==> config.mk <==
export PLATFORM = sky130hd
export DESIGN_NAME = rssi_calibration_interpolator
export DESIGN_NICKNAME = d
export VERILOG_FILES = /design/src/design/rci_pkg.sv /design/src/design/rci_ram.sv /design/src/design/rci_divider.sv /design/src/design/rssi_calibration_interpolator.sv
export SDC_FILE = /design/constraint.sdc
export NUM_CORES = 2
export LEC_CHECK = 0
export BUFFER_PORTS_ARGS = -buffer_cell sky130_fd_sc_hd__buf_4
export CAP_MARGIN = 20
export CORE_MARGIN = 1.5
export CORE_UTILIZATION = 50
export DETAILED_ROUTE_END_ITERATION = 8
export PLACE_DENSITY = 0.65
export REMOVE_ABC_BUFFERS = 1
export SLEW_MARGIN = 20
export SYNTH_ARGS = -nofsm -noshare
export SYNTH_HDL_FRONTEND = slang
export SYNTH_SLANG_ARGS = --single-unit
export TNS_END_PERCENT = 1
==> constraint.sdc <==
create_clock -name i_clk -period 10.96 [get_ports i_clk]
set_clock_uncertainty 0.1 [all_clocks]
set_input_delay 0.548 -clock i_clk [delete_from_list [all_inputs] [get_ports i_clk]]
set_output_delay 0.548 -clock i_clk [all_outputs]
set_load 0.01 [all_outputs]
==> src/design/rci_pkg.sv <==
// Package for the RSSI calibration interpolator: widths, command and status
// codes, item structs, table entry layout and the sequencer state type.
// No dependencies.
package rci_pkg;

    localparam int TABLE_DEPTH = 32;
    localparam int IDX_W       = (TABLE_DEPTH > 1) ? $clog2(TABLE_DEPTH) : 1;
    localparam int CNT_W       = $clog2(TABLE_DEPTH + 1);

    localparam int MODE_W = 2;
    localparam int KEY_W  = 13;
    localparam int DBM_W  = 12;
    localparam int SU_W   = 4;
    localparam int STAT_W = 3;

    localparam int ENTRY_W = KEY_W + DBM_W + SU_W;
    localparam int DIFF_W  = DBM_W + 1;
    localparam int MUL_W   = KEY_W + 1;
    localparam int PROD_W  = 2 * MUL_W;
    localparam int NUM_W   = PROD_W + 1;
    localparam int DVD_W   = PROD_W;
    localparam int DCNT_W  = $clog2(DVD_W);

    localparam logic [MODE_W-1:0] MODE_CLEAR = 2'd0;
    localparam logic [MODE_W-1:0] MODE_LOAD  = 2'd1;
    localparam logic [MODE_W-1:0] MODE_QUERY = 2'd2;

    localparam logic [STAT_W-1:0] STAT_OK      = 3'd0;
    localparam logic [STAT_W-1:0] STAT_EMPTY   = 3'd1;
    localparam logic [STAT_W-1:0] STAT_STORED  = 3'd2;
    localparam logic [STAT_W-1:0] STAT_DROPPED = 3'd3;
    localparam logic [STAT_W-1:0] STAT_CLEARED = 3'd4;

    typedef struct packed {
        logic [MODE_W-1:0]       mode;
        logic [KEY_W-1:0]        point_voltage;
        logic signed [DBM_W-1:0] point_dbm;
        logic [SU_W-1:0]         point_s_unit;
    } t_in;

    typedef struct packed {
        logic [STAT_W-1:0]       status;
        logic [KEY_W-1:0]        out_voltage;
        logic signed [DBM_W-1:0] out_dbm;
        logic [SU_W-1:0]         out_s_unit;
    } t_out;

    typedef struct packed {
        logic [KEY_W-1:0]        key;
        logic signed [DBM_W-1:0] dbm;
        logic [SU_W-1:0]         s_unit;
    } t_entry;

    typedef enum logic [9:0] {
        ST_IDLE   = 10'b00_0000_0001,
        ST_SCAN   = 10'b00_0000_0010,
        ST_DRAIN  = 10'b00_0000_0100,
        ST_DECIDE = 10'b00_0000_1000,
        ST_MUL_A  = 10'b00_0001_0000,
        ST_MUL_B  = 10'b00_0010_0000,
        ST_ADD    = 10'b00_0100_0000,
        ST_DSTART = 10'b00_1000_0000,
        ST_DIV    = 10'b01_0000_0000,
        ST_RESULT = 10'b10_0000_0000
    } t_state;

endpackage

==> src/design/rci_ram.sv <==
// Generic single-write, single-read RAM with registered read data.
// No dependencies.
module rci_ram #(
    parameter int WIDTH = 8,
    parameter int DEPTH = 16
) (
    input  logic                                     i_clk,
    input  logic                                     i_we,
    input  logic [((DEPTH > 1) ? $clog2(DEPTH) : 1)-1:0] i_waddr,
    input  logic [WIDTH-1:0]                         i_wdata,
    input  logic [((DEPTH > 1) ? $clog2(DEPTH) : 1)-1:0] i_raddr,
    output logic [WIDTH-1:0]                         o_rdata
);

    logic [WIDTH-1:0] r_mem [DEPTH];

    always_ff @(posedge i_clk) begin
        if (i_we) begin
            r_mem[i_waddr] <= i_wdata;
        end
        o_rdata <= r_mem[i_raddr];
    end

endmodule

==> src/design/rci_divider.sv <==
// Restoring divider, one quotient bit per cycle, unsigned operands.
// Depends on rci_pkg.
module rci_divider (
    input  logic                       i_clk,
    input  logic                       i_rst_n,
    input  logic                       i_start,
    input  logic [rci_pkg::DVD_W-1:0]  i_dividend,
    input  logic [rci_pkg::KEY_W-1:0]  i_divisor,
    output logic                       o_done,
    output logic [rci_pkg::DVD_W-1:0]  o_quotient
);
    import rci_pkg::*;

    logic              r_busy;
    logic              r_done;
    logic [DCNT_W-1:0] r_cnt;
    logic [KEY_W-1:0]  r_rem;
    logic [DVD_W-1:0]  r_quo;
    logic [KEY_W-1:0]  r_div;

    logic [KEY_W:0]    w_trial;
    logic              w_fit;
    logic [KEY_W:0]    w_diff;
    logic              w_last;

    assign w_trial = {r_rem, r_quo[DVD_W-1]};
    assign w_fit   = w_trial >= {1'b0, r_div};
    assign w_diff  = w_trial - {1'b0, r_div};
    assign w_last  = r_busy && r_cnt == DCNT_W'(DVD_W - 1);

    always_ff @(posedge i_clk) begin
        if (!i_rst_n) begin
            r_busy <= 1'b0;
            r_done <= 1'b0;
        end else begin
            r_done <= !i_start && w_last;
            if (i_start) begin
                r_busy <= 1'b1;
            end else if (w_last) begin
                r_busy <= 1'b0;
            end
        end
    end

    always_ff @(posedge i_clk) begin
        if (i_start) begin
            r_cnt <= '0;
            r_rem <= '0;
            r_quo <= i_dividend;
            r_div <= i_divisor;
        end else if (r_busy) begin
            r_cnt <= r_cnt + 1'b1;
            // remainder stays below the divisor, so the low bits suffice
            r_rem <= w_fit ? w_diff[KEY_W-1:0] : w_trial[KEY_W-1:0];
            r_quo <= {r_quo[DVD_W-2:0], w_fit};
        end
    end

    assign o_done     = r_done;
    assign o_quotient = r_quo;

endmodule

==> src/design/rssi_calibration_interpolator.sv <==
// RSSI calibration interpolator: keyed calibration table plus query unit.
// Per item: clear and empty-table query go straight to the result; a load on
// an empty table writes without a scan, else it scans (one RAM read per entry,
// then the write); a query scans, then returns exact or clamped, or interpolates (28 quotient bits).
// One item in flight; a held output stalls. Reset (synchronous, active low)
// empties the table and drops any result.
module rssi_calibration_interpolator (
    input  logic           i_clk,
    input  logic           i_rst_n,
    input  logic           i_in_valid,
    output logic           o_in_ready,
    input  rci_pkg::t_in   i_in_item,
    output logic           o_out_valid,
    input  logic           i_out_ready,
    output rci_pkg::t_out  o_out_item
);
    import rci_pkg::*;

    // ---------------------------------------------------------------
    // Control registers
    // ---------------------------------------------------------------
    t_state            r_state;
    t_state            n_state;
    logic [CNT_W-1:0]  r_count;      // number of valid table entries
    logic              r_out_vld;

    // ---------------------------------------------------------------
    // Datapath registers
    // ---------------------------------------------------------------
    t_in               r_cmd;        // latched command item
    t_out              r_res;        // finished result waiting for output reg
    t_out              r_out;
    logic [IDX_W-1:0]  r_idx;        // scan read address
    logic [IDX_W-1:0]  r_rd_idx;     // index of data on the RAM output
    logic              r_pend;       // RAM output holds a scanned entry
    logic              r_hit;
    logic [IDX_W-1:0]  r_hit_idx;
    logic              r_has_lo;
    logic              r_has_hi;
    logic [KEY_W-1:0]  r_lo_key;
    logic [KEY_W-1:0]  r_hi_key;
    logic signed [DBM_W-1:0] r_lo_dbm;
    logic signed [DBM_W-1:0] r_hi_dbm;
    logic [SU_W-1:0]   r_lo_s;
    logic [SU_W-1:0]   r_hi_s;
    logic [KEY_W-1:0]  r_span;
    logic [KEY_W-1:0]  r_dv;
    logic signed [DIFF_W-1:0] r_diff;
    logic signed [PROD_W-1:0] r_prod;
    logic signed [NUM_W-1:0]  r_num;

    // ---------------------------------------------------------------
    // Combinational helpers
    // ---------------------------------------------------------------
    logic              w_in_acc;
    logic              w_out_free;
    logic              w_full;
    logic [IDX_W-1:0]  w_last;
    logic              w_is_load;
    t_entry            w_rd;
    t_entry            w_wr;
    logic              w_we;
    logic [IDX_W-1:0]  w_waddr;

    logic [KEY_W-1:0]  w_elo_key;
    logic [KEY_W-1:0]  w_ehi_key;
    logic signed [DBM_W-1:0] w_elo_dbm;
    logic signed [DBM_W-1:0] w_ehi_dbm;
    logic [SU_W-1:0]   w_elo_s;
    logic              w_exact;

    logic signed [MUL_W-1:0]  w_mul_a;
    logic signed [MUL_W-1:0]  w_mul_b;
    logic signed [PROD_W-1:0] w_prod;

    logic signed [NUM_W-1:0]  w_num_neg;
    logic [DVD_W-1:0]  w_dividend;
    logic              w_div_start;
    logic              w_div_done;
    logic [DVD_W-1:0]  w_quo;
    logic signed [DBM_W-1:0] w_q_abs;
    logic signed [DBM_W-1:0] w_q_dbm;

    assign w_in_acc   = i_in_valid && o_in_ready;
    assign w_out_free = !r_out_vld || i_out_ready;
    assign w_full     = r_count == CNT_W'(TABLE_DEPTH);
    assign w_last     = IDX_W'(r_count - CNT_W'(1));
    assign w_is_load  = r_cmd.mode == MODE_LOAD;

    // Clamp: a missing bracket side takes the other side's point.
    assign w_elo_key = r_has_lo ? r_lo_key : r_hi_key;
    assign w_elo_dbm = r_has_lo ? r_lo_dbm : r_hi_dbm;
    assign w_elo_s   = r_has_lo ? r_lo_s   : r_hi_s;
    assign w_ehi_key = r_has_hi ? r_hi_key : r_lo_key;
    assign w_ehi_dbm = r_has_hi ? r_hi_dbm : r_lo_dbm;
    assign w_exact   = w_elo_key == w_ehi_key;

    // ---------------------------------------------------------------
    // Calibration table
    // ---------------------------------------------------------------
    assign w_wr.key    = r_cmd.point_voltage;
    assign w_wr.dbm    = r_cmd.point_dbm;
    assign w_wr.s_unit = r_cmd.point_s_unit;
    assign w_we    = (r_state == ST_DECIDE) && w_is_load && (r_hit || !w_full);
    assign w_waddr = r_hit ? r_hit_idx : r_count[IDX_W-1:0];

    rci_ram #(
        .WIDTH (ENTRY_W),
        .DEPTH (TABLE_DEPTH)
    ) u_table (
        .i_clk   (i_clk),
        .i_we    (w_we),
        .i_waddr (w_waddr),
        .i_wdata (w_wr),
        .i_raddr (r_idx),
        .o_rdata (w_rd)
    );

    // ---------------------------------------------------------------
    // Shared multiplier: lo_dbm * span, then diff * (v - lo)
    // ---------------------------------------------------------------
    always_comb begin
        if (r_state == ST_MUL_A) begin
            w_mul_a = MUL_W'(r_lo_dbm);
            w_mul_b = signed'({1'b0, r_span});
        end else begin
            w_mul_a = MUL_W'(r_diff);
            w_mul_b = signed'({1'b0, r_dv});
        end
    end
    assign w_prod = w_mul_a * w_mul_b;

    // ---------------------------------------------------------------
    // Division on magnitudes; sign restored after (truncation toward zero)
    // ---------------------------------------------------------------
    assign w_num_neg   = -r_num;
    assign w_dividend  = r_num[NUM_W-1] ? w_num_neg[DVD_W-1:0] : r_num[DVD_W-1:0];
    assign w_div_start = r_state == ST_DSTART;

    rci_divider u_div (
        .i_clk      (i_clk),
        .i_rst_n    (i_rst_n),
        .i_start    (w_div_start),
        .i_dividend (w_dividend),
        .i_divisor  (r_span),
        .o_done     (w_div_done),
        .o_quotient (w_quo)
    );

    // quotient lies between the two bracket levels, so 12 bits hold it
    assign w_q_abs = signed'(w_quo[DBM_W-1:0]);
    assign w_q_dbm = r_num[NUM_W-1] ? -w_q_abs : w_q_abs;

    // ---------------------------------------------------------------
    // Sequencer
    // ---------------------------------------------------------------
    always_comb begin
        n_state = r_state;
        case (r_state)
            ST_IDLE: begin
                if (w_in_acc) begin
                    case (i_in_item.mode)
                        MODE_CLEAR: n_state = ST_RESULT;
                        MODE_LOAD:  n_state = (r_count == '0) ? ST_DECIDE : ST_SCAN;
                        MODE_QUERY: n_state = (r_count == '0) ? ST_RESULT : ST_SCAN;
                        default:    n_state = ST_IDLE;
                    endcase
                end
            end
            ST_SCAN:   if (r_idx == w_last) n_state = ST_DRAIN;
            ST_DRAIN:  n_state = ST_DECIDE;
            ST_DECIDE: n_state = (w_is_load || w_exact) ? ST_RESULT : ST_MUL_A;
            ST_MUL_A:  n_state = ST_MUL_B;
            ST_MUL_B:  n_state = ST_ADD;
            ST_ADD:    n_state = ST_DSTART;
            ST_DSTART: n_state = ST_DIV;
            ST_DIV:    if (w_div_done) n_state = ST_RESULT;
            ST_RESULT: if (w_out_free) n_state = ST_IDLE;
            default:   n_state = ST_IDLE;
        endcase
    end

    always_ff @(posedge i_clk) begin
        if (!i_rst_n) begin
            r_state   <= ST_IDLE;
            r_count   <= '0;
            r_out_vld <= 1'b0;
        end else begin
            r_state <= n_state;
            if (w_in_acc && i_in_item.mode == MODE_CLEAR) begin
                r_count <= '0;
            end else if (r_state == ST_DECIDE && w_is_load && !r_hit && !w_full) begin
                r_count <= r_count + 1'b1;
            end
            if (r_state == ST_RESULT && w_out_free) begin
                r_out_vld <= 1'b1;
            end else if (i_out_ready) begin
                r_out_vld <= 1'b0;
            end
        end
    end

    // ---------------------------------------------------------------
    // Datapath
    // ---------------------------------------------------------------
    always_ff @(posedge i_clk) begin
        r_pend   <= r_state == ST_SCAN;
        r_rd_idx <= r_idx;

        if (w_in_acc) begin
            r_cmd    <= i_in_item;
            r_idx    <= '0;
            r_hit    <= 1'b0;
            r_has_lo <= 1'b0;
            r_has_hi <= 1'b0;
            if (i_in_item.mode == MODE_CLEAR) begin
                r_res <= '{STAT_CLEARED, '0, '0, '0};
            end else begin
                r_res <= '{STAT_EMPTY, i_in_item.point_voltage, '0, '0};
            end
        end

        if (r_state == ST_SCAN) begin
            r_idx <= r_idx + 1'b1;
        end

        // bracket search over the entry on the RAM output
        if (r_pend) begin
            if (w_rd.key == r_cmd.point_voltage) begin
                r_hit     <= 1'b1;
                r_hit_idx <= r_rd_idx;
            end
            if (w_rd.key <= r_cmd.point_voltage && (!r_has_lo || w_rd.key > r_lo_key)) begin
                r_has_lo <= 1'b1;
                r_lo_key <= w_rd.key;
                r_lo_dbm <= w_rd.dbm;
                r_lo_s   <= w_rd.s_unit;
            end
            if (w_rd.key >= r_cmd.point_voltage && (!r_has_hi || w_rd.key < r_hi_key)) begin
                r_has_hi <= 1'b1;
                r_hi_key <= w_rd.key;
                r_hi_dbm <= w_rd.dbm;
                r_hi_s   <= w_rd.s_unit;
            end
        end

        if (r_state == ST_DECIDE) begin
            if (w_is_load) begin
                r_res <= '{(r_hit || !w_full) ? STAT_STORED : STAT_DROPPED,
                           r_cmd.point_voltage, r_cmd.point_dbm, r_cmd.point_s_unit};
            end else if (w_exact) begin
                r_res <= '{STAT_OK, w_elo_key, w_elo_dbm, w_elo_s};
            end
            r_span <= w_ehi_key - w_elo_key;
            r_dv   <= r_cmd.point_voltage - w_elo_key;
            r_diff <= DIFF_W'(w_ehi_dbm) - DIFF_W'(w_elo_dbm);
        end

        if (r_state == ST_MUL_A) begin
            r_prod <= w_prod;
        end
        if (r_state == ST_MUL_B) begin
            r_num  <= NUM_W'(r_prod);
            r_prod <= w_prod;
        end
        if (r_state == ST_ADD) begin
            r_num <= r_num + NUM_W'(r_prod);
        end

        if (r_state == ST_DIV && w_div_done) begin
            r_res <= '{STAT_OK, r_cmd.point_voltage, w_q_dbm, r_lo_s};
        end

        if (r_state == ST_RESULT && w_out_free) begin
            r_out <= r_res;
        end
    end

    assign o_in_ready  = r_state == ST_IDLE;
    assign o_out_valid = r_out_vld;
    assign o_out_item  = r_out;

    // ---------------------------------------------------------------
    // Assertions
    // ---------------------------------------------------------------
    a_count_bound: assert property (@(posedge i_clk) disable iff (!i_rst_n)
        r_count <= CNT_W'(TABLE_DEPTH))
        else $error("table count above depth");

    a_clear_empties: assert property (@(posedge i_clk) disable iff (!i_rst_n)
        (w_in_acc && i_in_item.mode == MODE_CLEAR) |=> (r_count == '0))
        else $error("clear did not empty the table");

    a_div_nonzero: assert property (@(posedge i_clk) disable iff (!i_rst_n)
        w_div_start |-> (r_span != '0))
        else $error("division started with zero span");

    a_no_write_full_miss: assert property (@(posedge i_clk) disable iff (!i_rst_n)
        (w_we && !r_hit) |-> !w_full)
        else $error("new point written into a full table");

    a_result_waits: assert property (@(posedge i_clk) disable iff (!i_rst_n)
        (r_state == ST_RESULT && !w_out_free) |=> (r_state == ST_RESULT))
        else $error("result left while output register busy");

endmodule
Word level (Yosys, flattened, before mapping)
Memory sizes are Yosys's and may differ from the RTL's. A register that Yosys moved wholly into a read port is not among the register bits.
Index checks and enable logic that the tools add are counted.
Widths: inputs -> output; s select.

word-level totals
  register bits after elaboration = 346
  bits in writable memories = 928
  input bits = 35
  output and inout port bits = 34
  memories kept = 1

cells by class
  $add $sub $neg = 11
  multiply operators = 1
  $lt $le $gt $ge = 5
  equality and inequality tests = 22
  multiplexer cells = 50
  bitwise logic cells = 1
  reduce and logical (&&, ||, !) cells = 36

memories
  name           depth  bits a word  rd ports  clocked after memory_dff  write ports  line           text
  u_table.r_mem  32     29           1         1                         1            rci_ram.sv:15  logic [WIDTH-1:0] r_mem [DEPTH];

operators by type and width
  kind               number
  $mux 32            5
  $mux 28            5
  $pmux 10 s10       1
  $mux 29            3
  $mux 10            6
  $mux 13            4
  $sub 13x13->13     3
  $mux 12            3
  $pmux 10 s3        1
  $add 29x28->29     1
  $mul 14x14->28     1
  $neg 28->28        1
  $eq 13x13->1       2
  $mux 1             16
  $mux 5             3
  $ge 14x13->1       1
  $mux 14            1
  $ge 13x13->1       1
  $gt 13x13->1       1
  $le 13x13->1       1
  $lt 13x13->1       1
  $sub 12x12->13     1
  $logic_and 1x1->1  12
  $neg 12->12        1
  other kinds (30)   51

Logic depth before layout (Yosys ltp)
  depth in word-level cells = 7
  gate-level depth with buffers = 31
  mapped depth without buffers = 28

Hierarchy
From an unflattened synthesis, not the netlist that was laid out.

second synthesis, totals
  cells, all modules = 4868
  area total of the unflattened synthesis = 64192.8 sq um

modules (own cells, without submodules)
  module                         times used  cells an instance  area each (sq um)  sequential area each (sq um)
  rci_ram                        1           2054               36867.9            28447.3
  rssi_calibration_interpolator  1           2549               24247.0            7977.7
  rci_divider                    1           265                3078.0             1631.6

Worst setup path before layout
Ideal clock, no wire load.

  kind = flip-flop to flip-flop
  start point = register r_state[0]
  end point = register r_prod[24] (data pin)
  arrival time = 7.557 ns
  data required time = 10.602 ns
  path slack = 3.045 ns
  stages on the path, launching flop included = 32
  path buffers = 3
  clock period less this slack = 7.915 ns
  cell sequence = dfxtp_1 -> or4_1 -> nor3_1 -> nand2_1 -> or2_0 -> buf_2 -> buf_2 -> mux2i_1 -> clkbuf_1 -> nor2_1 -> fa_1 -> inv_1 -> fa_1 -> inv_1 -> fa_1 -> inv_1 -> fa_1 -> inv_1 -> fa_1 -> inv_1 -> fa_1 -> inv_1 -> ha_1 -> a21oi_1 -> o21ai_0 -> o31ai_1 -> a21oi_1 -> a21oi_1 -> a31oi_1 -> a21o_1 -> a21oi_1 -> xnor2_1

on the way
  word-level cells in the longest chain between the ends = 5
  elaborated cells on any way between the ends = 7
  classes of those cells = 1 x mul; 2 x eq/ne; 4 x mux

RTL lines
  item                                       line                                  text
  start: declaration                         rssi_calibration_interpolator.sv:22   t_state r_state;
  start signal: assignment                   rssi_calibration_interpolator.sv:189  r_state <= n_state;
  $eq 10x5->1 *                              rssi_calibration_interpolator.sv:123  if (r_state == ST_MUL_A) begin
  $mux 14 / $mux 13 (equally long branches)  rssi_calibration_interpolator.sv:123
  $mul 14x14->28 *                           rssi_calibration_interpolator.sv:131  assign w_prod = w_mul_a * w_mul_b;
  named net w_prod[24]                       rssi_calibration_interpolator.sv:74   logic signed [PROD_W-1:0] w_prod;
  $mux 28                                    rssi_calibration_interpolator.sv:259  if (r_state == ST_MUL_A) begin
  $mux 28 *                                  rssi_calibration_interpolator.sv:262  if (r_state == ST_MUL_B) begin
  end signal: assignment                     rssi_calibration_interpolator.sv:260  r_prod <= w_prod;
  end signal: assignment                     rssi_calibration_interpolator.sv:264  r_prod <= w_prod;
  end: declaration                           rssi_calibration_interpolator.sv:49   logic signed [PROD_W-1:0] r_prod;

The timed path passes the listed nets; every way through them passes the cells marked *. The select of a mux whose other input is x is not followed.
A chain may end at the register's enable or synchronous reset.

Final worst setup path
  start point = register r_state[1]
  end point = register r_prod[24] (data pin)

Same word-level chain as after synthesis.

==> run_results.csv <==
group,metric,value,unit
synth,synthFlopType,"edfxtp_1",
die,initial_standard_cell_utilization_of_the_core,50.7,%
cts,tritoncts.num_buffers,138,
die,core_area,0.120,mm^2
critical_path,worst_r2r_endpoint,"r_prod[24]$_DFFE_PP_",
timing,finalMaxSlewViolations,0,
run,timing.max_cap.violations,0,
timing,timing.setup.tns,0,ns
timing,max_freq,0.112,GHz
drt,postRouteWirelength,146000,um
global_routing,gr-total-overflow,0,
cts,post_cts.resized_instances,0,
drt,ant_nets,0,
timing,grt_setup_unrepaired,"no",
cts,htreeDepth,4,
critical_path,critical_path.reg2reg.startpoint,"r_state[1]$_SDFFE_PN0P_",
critical_path,setup.reg_to_reg.worst_slack,2.02,ns
drt,vias,33902,
critical_path,timing.critical_path.fanout_max,42,
final_layout,area_growth,12.9,%
synth,syn_avg_cell_area,15.7,um^2
drt,firstDrtPassIters,5,
cts,tritoncts_clock_tree,"yes",
global_routing,grtUsageTotal,23.8,%
placement,detailedPlacementHpwl,90500,um
synth,share_of_synthesized_area_occupied_by_flip_flops_and_latches,62.4,%
critical_path,timing.critical_path.max_delay_family,"adder cells",
outcome,outcome,"finished clean",
synth,leading_post_synthesis_cells_by_cell_area,"edfxtp_1 (59%), mux4_2 (11%), fa_1 (5.8%), ha_1 (3.9%), dfxtp_1 (3.5%)",
drt,detail_route.wl_per_cell,25.2,um
global_routing,number_of_antenna_violations_at_the_first_check_in_global_routing,2,
critical_path,startpoint_type,"flop",
timing,worst_pin_slew,1.14,ns
global_routing,global_route_wire_length_before_repair,219000,um
cts,cts_num_sinks,1303,
synth,syn-instance-count,3882,
critical_path,cp_slowest_cell,"mux2i_1",
synth,async_reset_ff_share,0,%
drt,drt_first_iter_violations,3502,
timing,fin_worst_hold_slack,0.109,ns
critical_path,critical_path_required,11.36,ns
cts,clock_tree.root_cell,"clkbuf_16",
placement,routabilityCongestion,0.900,
timing,timing_hold_violations_final,0,
synth,synth_seq_cells,1303,
cts,cts.clk_slew.worst_paths,0.06,ns
power,worst_supply_voltage_drop_on_vdd,166,uV
worst_hold_path,hold_path_class,"in2reg",
timing,setup_viol_count_final,0,
final_layout,final_nets,4481,
worst_hold_path,worst_hold_path.endpoint,"o_out_valid$_SDFFE_PN0P_",
die,placementRows,127,
critical_path,timing.critical_path.slowest_cell_delay,0.60,ns
die,pin_count,69,
critical_path,timing.setup.critical_path_class,"reg2reg",
worst_hold_path,cell_count_of_the_worst_hold_path,3,
global_routing,vias_in_the_first_global_route,33923,
synth,yosys.area.top_type,"edfxtp_1",
synth,yosys.cell_types.count,77,
synth,number_of_flops_mapped_to_enable_cells_by_yosys,1196,
power,reported_leakage_power,24.7,nW
die,die_width,352,um
final_layout,final_common_cell,"edfxtp_1",
power,power_per_cell_area,206,mW/mm^2
timing,timing.max_slew.rel_slack,22.1,%
synth,synth_top_area_share,58.9,%
critical_path,timing.critical_path.arrival,9.35,ns
worst_hold_path,hold_path_startpoint,"i_out_ready",
synth,yosys_warnings,0,
critical_path,path_buf_inv,7,
critical_path,reg2reg_depth,29,
cts,cts.path.max_buffers,3,
synth,post_synth_instance_area,0.0610,mm^2
timing,min_period_over_period,81.6,%
timing,final.min_clock_period,8.94,ns
global_routing,grt_start_max_net_pins,125,
cts,worstSkewPairLatency,0.77,ns
drt,drc,0,
final_layout,final_layout_size_suffix_gt1_share,18.2,%
final_layout,layout_common_cells,"edfxtp_1 (1196), inv_1 (318), mux4_2 (290), nand2_1 (269), nor2_1 (212)",
die,chipHeight,352,um
critical_path,worst_setup_path_end_kind,"flop",
drt,post_drt_via_cell_ratio,5.84,
placement,io_buffer_count,68,
die,die_area,0.124,mm^2
## repair_timing
action                    CTS  global route
hold endpoints to repair   39             0
buffers inserted            0             0
hold buffers               33             0
## tightest hold or removal path: stages
cell and delay, ns:
buf_4 0.07, nand2b_1 0.18, a21boi_0 0.11
## state kept, by name, indices dropped and copies added (netlist names), 28 cells and up
| register | cells |
|---|---|
| u_table.r_mem | 928 |
| r_num | 29 |
| u_div.o_quotient | 28 |
| r_cmd | 31 |
| r_res | 32 |
| r_prod | 28 |
| o_out_item | 32 |
| u_table.o_rdata | 29 |
## cell type report
| class | instances | area (um^2) |
|---|---|---|
| well taps | 1612 | 2020 |
| inverters | 321 | 1220 |
| fillers | 9285 | 51600 |
| diodes | 1 | 2.50 |
| repair buffers | 192 | 1620 |
| multi-input cells | 2122 | 21500 |
| clock inverters | 71 | 776 |
| flip-flops and latches | 1303 | 38100 |
| clock buffers | 179 | 3690 |
## synth_stat cells, types with 23 or more instances
library cell,instances
xor2_1,72
inv_1,319
a21o_1,46
nand2b_1,27
edfxtp_1,1196
fa_1,178
xnor2_1,71
clkbuf_1,99
mux4_2,290
mux2i_1,56
nor2_1,246
nand2_1,269
nor2b_1,23
ha_1,190
dfxtp_1,107
o31ai_1,24
nor3_1,30
o21ai_0,149
nand3_1,29
mux2_2,60
a21oi_1,131
buf_1,26
## power breakdown
part | total (mW) | internal, mW | switching (mW)
Clock | 4.62 | 2.68 | 1.94
Sequential | 6.09 | 5.90 | 0.195
Combinational | 3.47 | 1.56 | 1.92
Total | 14.2 | 10.1 | 4.05
## kinds of logic after synthesis
group | synth area share [%]
AO/OA/AOI/OAI | 4.97
XOR/XNOR | 2.05
adder cells (fa/ha/maj) | 9.74
buffers and inverters | 2.87
flip-flops | 62.4
multiplexers | 12.7
AND/OR/NAND/NOR | 5.27
## metal layers
metal	GRT usage, %	part of all wire (%)
met3	3.49	6.8
met5	0	0
met4	7.59	2.7
met2	38.5	48
met1	33.4	42
## stage by stage
stage | utilization, % | cells | setup WS (ns) | instance area, um^2 | total power, mW
final | 57.2 | 5801 | 2.02 | 68900 | 14.2
after global routing | 57.2 | 5800 | 1.58 | 68900 | 14.9
after CTS | 57.1 | 5794 | 2.12 | 68800 | 14.3
after detailed placement | 53.1 | 5511 | 2.16 | 64000 | 9.66
after global placement | 53.1 | 5511 | 2.30 | 64000 | 9.61
after floorplan | - | 3746 | 0.314 | 60500 | 8.96
## worst max path at each step
stage,from,endpoint,slack [ns],depth (start not counted)
3_5_place_dp,r_state[1]$_SDFFE_PN0P_,r_prod[24]$_DFFE_PP_,2.16,29
5_1_grt,r_state[0]$_SDFFE_PN1P_,r_prod[26]$_DFFE_PP_,1.58,29
3_3_place_gp,r_state[1]$_SDFFE_PN0P_,r_prod[24]$_DFFE_PP_,2.30,29
2_1_floorplan,r_idx[0]$_SDFFCE_PN0P_,u_table.o_rdata[0]$_DFF_P_,0.31,3
4_1_cts,r_state[1]$_SDFFE_PN0P_,r_prod[26]$_DFFE_PP_,2.12,29
6_report,r_state[1]$_SDFFE_PN0P_,r_prod[24]$_DFFE_PP_,2.02,29
Note: power is estimated with default switching activity, not from simulation.
